<file path="config.mk">
export PLATFORM = sky130hd
export DESIGN_NAME = depth_threshold_pseudocolor
export DESIGN_NICKNAME = d
export VERILOG_FILES = /design/src/hw/rtl/dtp_pkg.sv /design/src/hw/rtl/dtp_apb_regs.sv /design/src/hw/rtl/dtp_gamma.sv /design/src/hw/rtl/dtp_ramp.sv /design/src/hw/rtl/depth_threshold_pseudocolor.sv
export SDC_FILE = /design/constraint.sdc
export NUM_CORES = 1
export LEC_CHECK = 0
export ABC_AREA = 1
export BUFFER_PORTS_ARGS = -buffer_cell sky130_fd_sc_hd__buf_2
export CAP_MARGIN = 20
export CORE_ASPECT_RATIO = 0.75
export CORE_MARGIN = 5
export CORE_UTILIZATION = 31
export DETAILED_ROUTE_END_ITERATION = 7
export SYNTH_ARGS = -nofsm -noshare
export SYNTH_HDL_FRONTEND = slang
export SYNTH_SLANG_ARGS = --single-unit
</file>
<file path="constraint.sdc">
create_clock -name clk_i -period 7.2 [get_ports clk_i]
set_clock_uncertainty 0.15 [all_clocks]
set_input_delay 0.36 -clock clk_i [delete_from_list [all_inputs] [get_ports clk_i]]
set_output_delay 0.36 -clock clk_i [all_outputs]
set_load 0.01 [all_outputs]
</file>
<file path="src/hw/rtl/dtp_pkg.sv">
// ----------------------------------------------------------------------------
// dtp_pkg
// Widths, reset values, ramp segment codes and stage payload types for the
// depth threshold pseudocolor block.
// ----------------------------------------------------------------------------
`timescale 1ns / 1ps

package dtp_pkg;

  localparam int unsigned DEPTH_W  = 11;
  localparam int unsigned CHAN_W   = 8;
  localparam int unsigned SQ_W     = 2 * DEPTH_W;
  localparam int unsigned CUBE_W   = 3 * DEPTH_W;
  localparam int unsigned SCALED_W = CUBE_W + 4;
  localparam int unsigned GAMMA_SH = 23;
  localparam int unsigned LEVEL_W  = SCALED_W - GAMMA_SH;
  localparam int unsigned SEG_W    = LEVEL_W - CHAN_W;

  localparam logic [DEPTH_W-1:0] LIMIT_RESET = 11'd1024;
  localparam logic [CHAN_W-1:0]  CHAN_MAX    = 8'hFF;

  localparam logic [SEG_W-1:0] SEG_WHITE_RED   = 6'd0;
  localparam logic [SEG_W-1:0] SEG_RED_YELLOW  = 6'd1;
  localparam logic [SEG_W-1:0] SEG_YELLOW_GRN  = 6'd2;
  localparam logic [SEG_W-1:0] SEG_GRN_CYAN    = 6'd3;
  localparam logic [SEG_W-1:0] SEG_CYAN_BLUE   = 6'd4;
  localparam logic [SEG_W-1:0] SEG_BLUE_DARK   = 6'd5;

  localparam logic REG_DEPTH_LIMIT = 1'b0;

  typedef struct packed {
    logic [DEPTH_W-1:0] depth;
    logic [LEVEL_W-1:0] level;
  } gamma_t;

  typedef struct packed {
    logic [CHAN_W-1:0]  blue;
    logic [CHAN_W-1:0]  green;
    logic [CHAN_W-1:0]  red;
    logic [DEPTH_W-1:0] depth;
  } pix_t;

endpackage

</file>
<file path="src/hw/rtl/dtp_apb_regs.sv">
// ----------------------------------------------------------------------------
// dtp_apb_regs
// APB register file holding the depth limit.
// ----------------------------------------------------------------------------
`timescale 1ns / 1ps

module dtp_apb_regs
  import dtp_pkg::*;
(
  input  logic               clk_i,
  input  logic               rst_ni,
  input  logic               psel,
  input  logic               penable,
  input  logic               pwrite,
  input  logic [2:0]         paddr,
  input  logic [31:0]        pwdata,
  output logic [31:0]        prdata,
  output logic               pready,
  output logic [DEPTH_W-1:0] depth_limit_o
);

  logic [DEPTH_W-1:0] limit_q, limit_d;
  logic               wr_en;

  assign pready = 1'b1;
  assign wr_en  = psel && penable && pwrite && (paddr[2] == REG_DEPTH_LIMIT);

  always_comb begin
    limit_d = limit_q;
    if (wr_en) begin
      limit_d = pwdata[DEPTH_W-1:0];
    end
  end

  always_ff @(posedge clk_i or negedge rst_ni) begin
    if (!rst_ni) begin
      limit_q <= LIMIT_RESET;
    end else begin
      limit_q <= limit_d;
    end
  end

  always_comb begin
    prdata = '0;
    if (paddr[2] == REG_DEPTH_LIMIT) begin
      prdata = {{(32-DEPTH_W){1'b0}}, limit_q};
    end
  end

  assign depth_limit_o = limit_q;

endmodule

</file>
<file path="src/hw/rtl/dtp_gamma.sv">
// ----------------------------------------------------------------------------
// dtp_gamma
// Three-stage threshold and cubic gamma: clamp and square, cube, scale by 9
// and drop 23 bits.
// ----------------------------------------------------------------------------
`timescale 1ns / 1ps

module dtp_gamma
  import dtp_pkg::*;
(
  input  logic               clk_i,
  input  logic               rst_ni,
  input  logic [DEPTH_W-1:0] depth_limit_i,
  input  logic               in_valid_i,
  output logic               in_ready_o,
  input  logic [DEPTH_W-1:0] in_depth_i,
  output logic               out_valid_o,
  input  logic               out_ready_i,
  output gamma_t             out_o
);

  logic v1_q, v2_q, v3_q;
  logic adv1, adv2, adv3;

  logic [DEPTH_W-1:0]  d1_q, d2_q, d3_q;
  logic [DEPTH_W-1:0]  d1_d;
  logic [SQ_W-1:0]     sq_q, sq_d;
  logic [CUBE_W-1:0]   cube_q, cube_d;
  logic [SCALED_W-1:0] scaled;
  logic [LEVEL_W-1:0]  level_q, level_d;

  assign adv3       = !v3_q || out_ready_i;
  assign adv2       = !v2_q || adv3;
  assign adv1       = !v1_q || adv2;
  assign in_ready_o = adv1;

  always_comb begin
    d1_d   = (in_depth_i > depth_limit_i) ? '0 : in_depth_i;
    sq_d   = SQ_W'(d1_d) * SQ_W'(d1_d);
    cube_d = CUBE_W'(sq_q) * CUBE_W'(d1_q);
    scaled = SCALED_W'({cube_q, 3'b000}) + SCALED_W'(cube_q);
    level_d = scaled[SCALED_W-1:GAMMA_SH];
  end

  always_ff @(posedge clk_i or negedge rst_ni) begin
    if (!rst_ni) begin
      v1_q <= 1'b0;
      v2_q <= 1'b0;
      v3_q <= 1'b0;
    end else begin
      if (adv1) v1_q <= in_valid_i;
      if (adv2) v2_q <= v1_q;
      if (adv3) v3_q <= v2_q;
    end
  end

  always_ff @(posedge clk_i) begin
    if (adv1) begin
      d1_q <= d1_d;
      sq_q <= sq_d;
    end
    if (adv2) begin
      d2_q   <= d1_q;
      cube_q <= cube_d;
    end
    if (adv3) begin
      d3_q    <= d2_q;
      level_q <= level_d;
    end
  end

  assign out_valid_o = v3_q;
  assign out_o.depth = d3_q;
  assign out_o.level = level_q;

endmodule

</file>
<file path="src/hw/rtl/dtp_ramp.sv">
// ----------------------------------------------------------------------------
// dtp_ramp
// Output stage: maps a gamma level onto the six-segment color ramp and holds
// the finished pixel for the downstream receiver.
// ----------------------------------------------------------------------------
`timescale 1ns / 1ps

module dtp_ramp
  import dtp_pkg::*;
(
  input  logic   clk_i,
  input  logic   rst_ni,
  input  logic   in_valid_i,
  output logic   in_ready_o,
  input  gamma_t in_i,
  output logic   out_valid_o,
  input  logic   out_ready_i,
  output pix_t   out_o
);

  logic              v_q;
  logic              adv;
  pix_t              pix_q, pix_d;
  logic [CHAN_W-1:0] lb, lb_inv;
  logic [SEG_W-1:0]  seg;

  assign adv        = !v_q || out_ready_i;
  assign in_ready_o = adv;

  assign lb     = in_i.level[CHAN_W-1:0];
  assign lb_inv = CHAN_MAX - lb;
  assign seg    = in_i.level[LEVEL_W-1:CHAN_W];

  always_comb begin
    pix_d.depth = in_i.depth;
    unique case (seg)
      SEG_WHITE_RED: begin
        pix_d.red = CHAN_MAX; pix_d.green = lb_inv;   pix_d.blue = lb_inv;
      end
      SEG_RED_YELLOW: begin
        pix_d.red = CHAN_MAX; pix_d.green = lb;       pix_d.blue = '0;
      end
      SEG_YELLOW_GRN: begin
        pix_d.red = lb_inv;   pix_d.green = CHAN_MAX; pix_d.blue = '0;
      end
      SEG_GRN_CYAN: begin
        pix_d.red = '0;       pix_d.green = CHAN_MAX; pix_d.blue = lb;
      end
      SEG_CYAN_BLUE: begin
        pix_d.red = '0;       pix_d.green = lb_inv;   pix_d.blue = CHAN_MAX;
      end
      SEG_BLUE_DARK: begin
        pix_d.red = '0;       pix_d.green = '0;       pix_d.blue = lb_inv;
      end
      default: begin
        pix_d.red = '0;       pix_d.green = '0;       pix_d.blue = '0;
      end
    endcase
  end

  always_ff @(posedge clk_i or negedge rst_ni) begin
    if (!rst_ni) begin
      v_q <= 1'b0;
    end else if (adv) begin
      v_q <= in_valid_i;
    end
  end

  always_ff @(posedge clk_i) begin
    if (adv) begin
      pix_q <= pix_d;
    end
  end

  assign out_valid_o = v_q;
  assign out_o       = pix_q;

endmodule

</file>
<file path="src/hw/rtl/depth_threshold_pseudocolor.sv">
// ----------------------------------------------------------------------------
// depth_threshold_pseudocolor
// Depth sample thresholding with cubic gamma and pseudocolor ramp.
//
// Usage:
//   s_axis carries one 11-bit depth sample per request. m_axis returns one
//   pixel per request: the thresholded depth and an 8-bit red, green and blue
//   value. The APB port holds depth_limit at address 0 (reset 1024); samples
//   above it are zeroed and come out white.
//   Four register stages: clamp and square, cube (the 22x11 multiplier),
//   scale and shift, color lookup into the output register. A request taken
//   at s_axis passes through them in order and shows on m_axis from the
//   output register. Throughput is one request per cycle if m_axis is ready.
//   A stalled receiver holds the output register; each stage keeps taking
//   requests while a bubble lies ahead of it, so input stays ready until all
//   four stages are full. Reset empties the pipeline and restores the limit.
// ----------------------------------------------------------------------------
`timescale 1ns / 1ps

module depth_threshold_pseudocolor
  import dtp_pkg::*;
(
  input  logic        clk_i,
  input  logic        rst_ni,
  input  logic        s_axis_tvalid,
  output logic        s_axis_tready,
  input  logic [15:0] s_axis_tdata,   // [10:0] depth_sample
  output logic        m_axis_tvalid,
  input  logic        m_axis_tready,
  output logic [39:0] m_axis_tdata,   // [10:0] depth_out, [18:11] red_level,
                                      // [26:19] green_level, [34:27] blue_level
  input  logic        psel,
  input  logic        penable,
  input  logic        pwrite,
  input  logic [2:0]  paddr,
  input  logic [31:0] pwdata,
  output logic [31:0] prdata,
  output logic        pready
);

  logic [DEPTH_W-1:0] depth_limit;
  logic               g_valid, g_ready;
  gamma_t             g_data;
  pix_t               pix;

  dtp_apb_regs u_regs (
    .clk_i         (clk_i),
    .rst_ni        (rst_ni),
    .psel          (psel),
    .penable       (penable),
    .pwrite        (pwrite),
    .paddr         (paddr),
    .pwdata        (pwdata),
    .prdata        (prdata),
    .pready        (pready),
    .depth_limit_o (depth_limit)
  );

  dtp_gamma u_gamma (
    .clk_i         (clk_i),
    .rst_ni        (rst_ni),
    .depth_limit_i (depth_limit),
    .in_valid_i    (s_axis_tvalid),
    .in_ready_o    (s_axis_tready),
    .in_depth_i    (s_axis_tdata[DEPTH_W-1:0]),
    .out_valid_o   (g_valid),
    .out_ready_i   (g_ready),
    .out_o         (g_data)
  );

  dtp_ramp u_ramp (
    .clk_i       (clk_i),
    .rst_ni      (rst_ni),
    .in_valid_i  (g_valid),
    .in_ready_o  (g_ready),
    .in_i        (g_data),
    .out_valid_o (m_axis_tvalid),
    .out_ready_i (m_axis_tready),
    .out_o       (pix)
  );

  assign m_axis_tdata = {5'b00000, pix};

  // empty output stage means every stage can advance
  a_ready_when_drained: assert property (@(posedge clk_i) disable iff (!rst_ni)
    !m_axis_tvalid |-> s_axis_tready)
    else $error("input stalled with output register empty");

  a_zero_is_white: assert property (@(posedge clk_i) disable iff (!rst_ni)
    m_axis_tvalid && (m_axis_tdata[10:0] == 11'd0) |->
      (m_axis_tdata[34:11] == 24'hFFFFFF))
    else $error("zero depth not white");

  // depth 1128 and up lands at level 1536 or higher
  a_far_is_black: assert property (@(posedge clk_i) disable iff (!rst_ni)
    m_axis_tvalid && (m_axis_tdata[10:0] >= 11'd1128) |->
      (m_axis_tdata[34:11] == 24'h000000))
    else $error("far depth not black");

endmodule
</file>
* Yosys cells after proc, flatten, opt, wreduce, memory -nomap -nowiden
Index checks and enable logic that the tools add are counted.
Storage, ports and cells: register bits after elaboration 152, input bits 58, output and inout bits 75, word-level logic and storage cells 41
Operators by class: $add $sub $neg 2, $mul 2, $lt $le $gt $ge 1, equal/unequal tests 5, mux-type cells 3, bitwise logic cells 1, reductions and logical operators 12
Operator list (number):
- $pmux W24 S6 | 1
- $add A36 B33 Y37 | 1
- $mul A22 B11 Y33 | 1
- $mul A11 B11 Y22 | 1
- $mux W11 | 2
- $eq A6 B2 Y1 const B | 2
- $eq A6 B3 Y1 const B | 2
- $gt A11 B11 Y1 | 1
- $sub A8 B8 Y8 const A | 1
- $eq A6 B1 Y1 const B | 1
- $logic_not A6 Y1 | 1
- $logic_not A1 Y1 | 4
- $logic_or A1 B1 Y1 | 4
- $logic_and A1 B1 Y1 | 3
- $not A1 Y1 | 1

* Depth between registers and ports, before layout
depth after elaboration 5, depth in mapped cells 33, depth with buffers taken out 32

* Modules after synthesis
From an unflattened synthesis, not the netlist that was laid out.
Second synthesis, totals: cell total of the unflattened synthesis 2407, area, all modules 19082.1 µm²
Modules (own cells, without submodules):
- dtp_gamma | times used 1, cells an instance 2130, area each 16590.9 µm², seq. area each 3047.9 µm²
- dtp_ramp | times used 1, cells an instance 172, area each 1730.4 µm², seq. area each 1076.0 µm²
- dtp_apb_regs | times used 1, cells an instance 99, area each 719.4 µm², seq. area each 276.5 µm²
- depth_threshold_pseudocolor | times used 1, cells an instance 6, area each 41.3 µm², seq. area each 0.0 µm²

* Worst setup path before layout
OpenSTA, ideal clock, no wires.
path type register -> register, start register u_regs.limit_q[10], in the netlist u_regs.depth_limit_o[10], end register u_gamma.sq_q[16], data pin, library setup time 0.252 ns, data arrival time 5.404 ns, required time 6.798 ns, path slack 1.394 ns, stages on the path, launching flop included 32, path buffers 1, period minus slack after synthesis 5.806 ns, path through dfstp_2 inv_1 ha_1 nand2_1 inv_1 nand2_1 inv_1 nand2_1 nand3_2 nand2_4 buf_12 nand2_4 inv_2 nand2_1 fa_1 inv_1 fa_1 inv_1 fa_1 inv_1 fa_1 inv_1 fa_1 inv_1 ha_1 nand2_1 nor2_1 nand3_1 o2111ai_1 nand2_1 nand3_1 nand2_1
On the way: word-level cells in the longest chain between the ends 3
Ends and longest elaborated chain:
- start: declaration | RTL line dtp_apb_regs.sv:22 | logic [DEPTH_W-1:0] limit_q, limit_d;
- start signal: assignment | RTL line dtp_apb_regs.sv:39 | limit_q <= limit_d;
- $gt A11 B11 Y1 | RTL line dtp_gamma.sv:38 | d1_d = (in_depth_i > depth_limit_i) ? '0 : in_depth_i;
- $mux W11 | RTL line dtp_gamma.sv:38
- via u_gamma.d1_d[5] | RTL line dtp_gamma.sv:26 | logic [DEPTH_W-1:0] d1_d;
- $mul A11 B11 Y22 | RTL line dtp_gamma.sv:39 | sq_d = SQ_W'(d1_d) * SQ_W'(d1_d);
- via u_gamma.sq_d[16] | RTL line dtp_gamma.sv:27 | logic [SQ_W-1:0] sq_q, sq_d;
- end signal: assignment | RTL line dtp_gamma.sv:60 | sq_q <= sq_d;
- end: declaration | RTL line dtp_gamma.sv:27
The timed path passes the listed nets, and every way through them passes these cells. A chain may end at the register's enable or synchronous reset.

* Worst setup path in the final report
Same ends and word-level chain as after synthesis.

==> flow_summary.toml <==
[sta]
finalCriticalPeriod_ns = 6.376
fmax_mhz = 156.8
relSlewSlack_pct = 29.56
setup_viol = 0
tightest_slew_ns = 1.057
maxSlewViolCount = 0
fin_crit_sh_pct = 88.56
setup_tns_ns = 0
hold_viol = 0
rsz0062_at_grt = "no"

[layout]
area_growth_pct = 9.651
layout_commonest_cell = "nand2_1"
final_cell_mix = "nand2_1, inv_1, fa_1"
finalNetCount = 2729
post_route_cells_drive_above_1_share_pct = 7.881
n_antenna_cell = 0

[critical_path]
path_max_fanout = 14
crit_path_start = "u_regs.depth_limit_o[10]"
r2r-end = "u_gamma.sq_q[16]"
r2r_setup_slack_ns = 0.82
required_ns = 7.24
r2r-start = "u_regs.depth_limit_o[10]"
crit_path_end = "u_gamma.sq_q[16]"
slowest_stage = "fa_1"
reg2reg_depth = 30
critPathKind = "reg2reg"
path_common_cell = "inv_1"
crit_arrival_ns = 6.42
crit_path_end_kind = "flop"
critPathMaxStageDelay_ns = 0.53
critPathLaunchType = "flop"

[synthesis]
yosys_most_used_dff = "edfxtp_1"
yosys.area_share.adder_pct = 36.52
synth_xor_area_share_pct = 1.846
synth_warnings = 0
synth_compound_area_share_pct = 6.039
synth-async-reset-ratio_pct = 10.07
postSynthCellCount = 2206
synth_top_family_by_area = "adder cells"
synth.area.mux_share_pct = 0
synth.cell_area_mm2 = 0.01850
synth.avg_cell_area_um2 = 8.387
ys_seq_area_share_pct = 23.78
synthSimpleGateAreaFrac_pct = 20.22
synth_edf_count = 134
ys_ff_latch = 149
synth_cell_type_count = 49

[clock_tree]
htree_levels = 4
cts.sinks = 149
clk_pin_slew_ns = 0.06
post_cts_resized = 0
clkLatencyLatePin_ns = 0.45
cts-root-buf = "clkbuf_16"
cts_buffer_depth = 2
cts_buffers = 17
cts_tree = "yes"

[floorplan]
std_cell_rows = 77
die_h_um = 221.6
ioPinCount = 133
die_w_um = 292.1
start_util_pct = 31.33
core_mm2 = 0.05906
dieArea_mm2 = 0.06472

[placement]
dpl.hpwl_mm = 37.38
gp_congestion = 0.8999
port_buffers = 77

[grt]
track_usage_pct = 13.97
grt_pass1_wl_mm = 75.30
antenna_found_initial = 0
grt-ovfl-total = 0
grt_max_degree = 41
grt_pass1_vias = 14889

[route]
routed_wl_mm = 44.56
post_drt_wl_per_cell_um = 14.50
ant_nets = 0
drc = 0
first_iter_violations = 1009
viasPerCell = 4.641
vias = 14265
firstDrtPassIters = 5

[job]
cap_violations = 0

[status]
outcome = "completed"

[min_path]
hp-class = "in2reg"
how the worst min path moves through the flow:
stage          startpoint                      end  cells past startpoint
2_1_floorplan      rst_ni      u_gamma.out_valid_o                      0
3_3_place_gp       rst_ni  u_regs.depth_limit_o[5]                      1
3_5_place_dp       rst_ni  u_regs.depth_limit_o[5]                      1
4_1_cts         pwdata[8]  u_regs.depth_limit_o[8]                      3
5_1_grt         pwdata[2]  u_regs.depth_limit_o[2]                      3
6_report        pwdata[8]  u_regs.depth_limit_o[8]                      3
stage by stage:
stage	area (µm²)	instances	util (%)	hold WS [ns]	setup WS (ns)
2_1_floorplan	18610	2235	-	-0.08559	1.394
3_3_place_gp	19640	3034	33.26	0.1358	0.7704
3_5_place_dp	19640	3034	33.26	0.1448	0.7167
4_1_cts	20240	3072	34.28	0.004626	0.7820
5_1_grt	20290	3074	34.35	0.01960	0.3589
6_report	20290	3074	34.35	0.02979	0.8237
critical path, delay by kind of cell, from the launching register on:
family                     cells  cell delay (ns)
and+or+nand+nor               13             1.45
AOI/OAI and AO/OA              1             0.20
adders and majority gates      7             3.14
DFF                            1             0.51
buffers and inverters          9             0.63
area by class of cell:
type / instances / area [µm²]
fillers: 6140 / 38770
inverters: 460 / 1729
clock inverters: 13 / 101.3
well taps: 790 / 988.4
repair buffers: 95 / 565.5
flip-flops and latches: 149 / 4400
clock buffers: 18 / 429.2
multi-input cells: 1549 / 12070
registers in the layout (all words and copies together) (netlist names):
register / count
u_gamma.v1_q: 1
u_gamma.sq_q: 21
u_regs.depth_limit_o: 11
u_gamma.out_valid_o: 1
u_gamma.d1_q: 10
u_ramp.out_o: 35
u_gamma.v2_q: 1
u_gamma.level_q: 14
u_gamma.d2_q: 10
u_ramp.out_valid_o: 1
u_gamma.cube_q: 33
u_gamma.d3_q: 11
Yosys cell counts (11+ instances only):
master,instances,area [µm²]
ha_1,164,2052
fa_1,235,4705
inv_1,449,1685
a21o_1,11,82.58
nand3_1,59,295.3
a21oi_1,102,510.5
dfrtp_1,14,350.3
nand4_1,12,75.07
xor2_1,33,289.0
nor2_1,163,611.8
o21ai_0,55,275.3
nor2_4,11,123.9
nor3_1,11,55.05
buf_4,27,202.7
clkbuf_1,48,180.2
nand2_1,573,2151
edfxtp_1,134,4024
cell families after synthesis:
| logic type | after synthesis |
|---|---|
| simple gates | 879 |
| buf+inv | 537 |
| fa+ha+maj | 399 |
| compound gates | 201 |
| flops | 149 |
| xor+xnor | 39 |
| other cells | 2 |
timing repair:
action / 4_1_cts / 5_1_grt
endpoints found under the hold margin: 21 / 0
hold buffers: 7 / 0
buffers inserted: 0 / 0
setup endpoints to repair: 0 / 0
per-layer routing:
layer  wire, µm  vias up  GRT usage [%]
li1           -     6872              -
met1      21850     7003          20.29
met2      19890      353          22.11
met3       2416       37          2.594
met4        415        0          2.442
met5          0        -              0
Power is not shown: default switching activity piles up to over one toggle a cycle in this logic, so the estimate is an artifact.
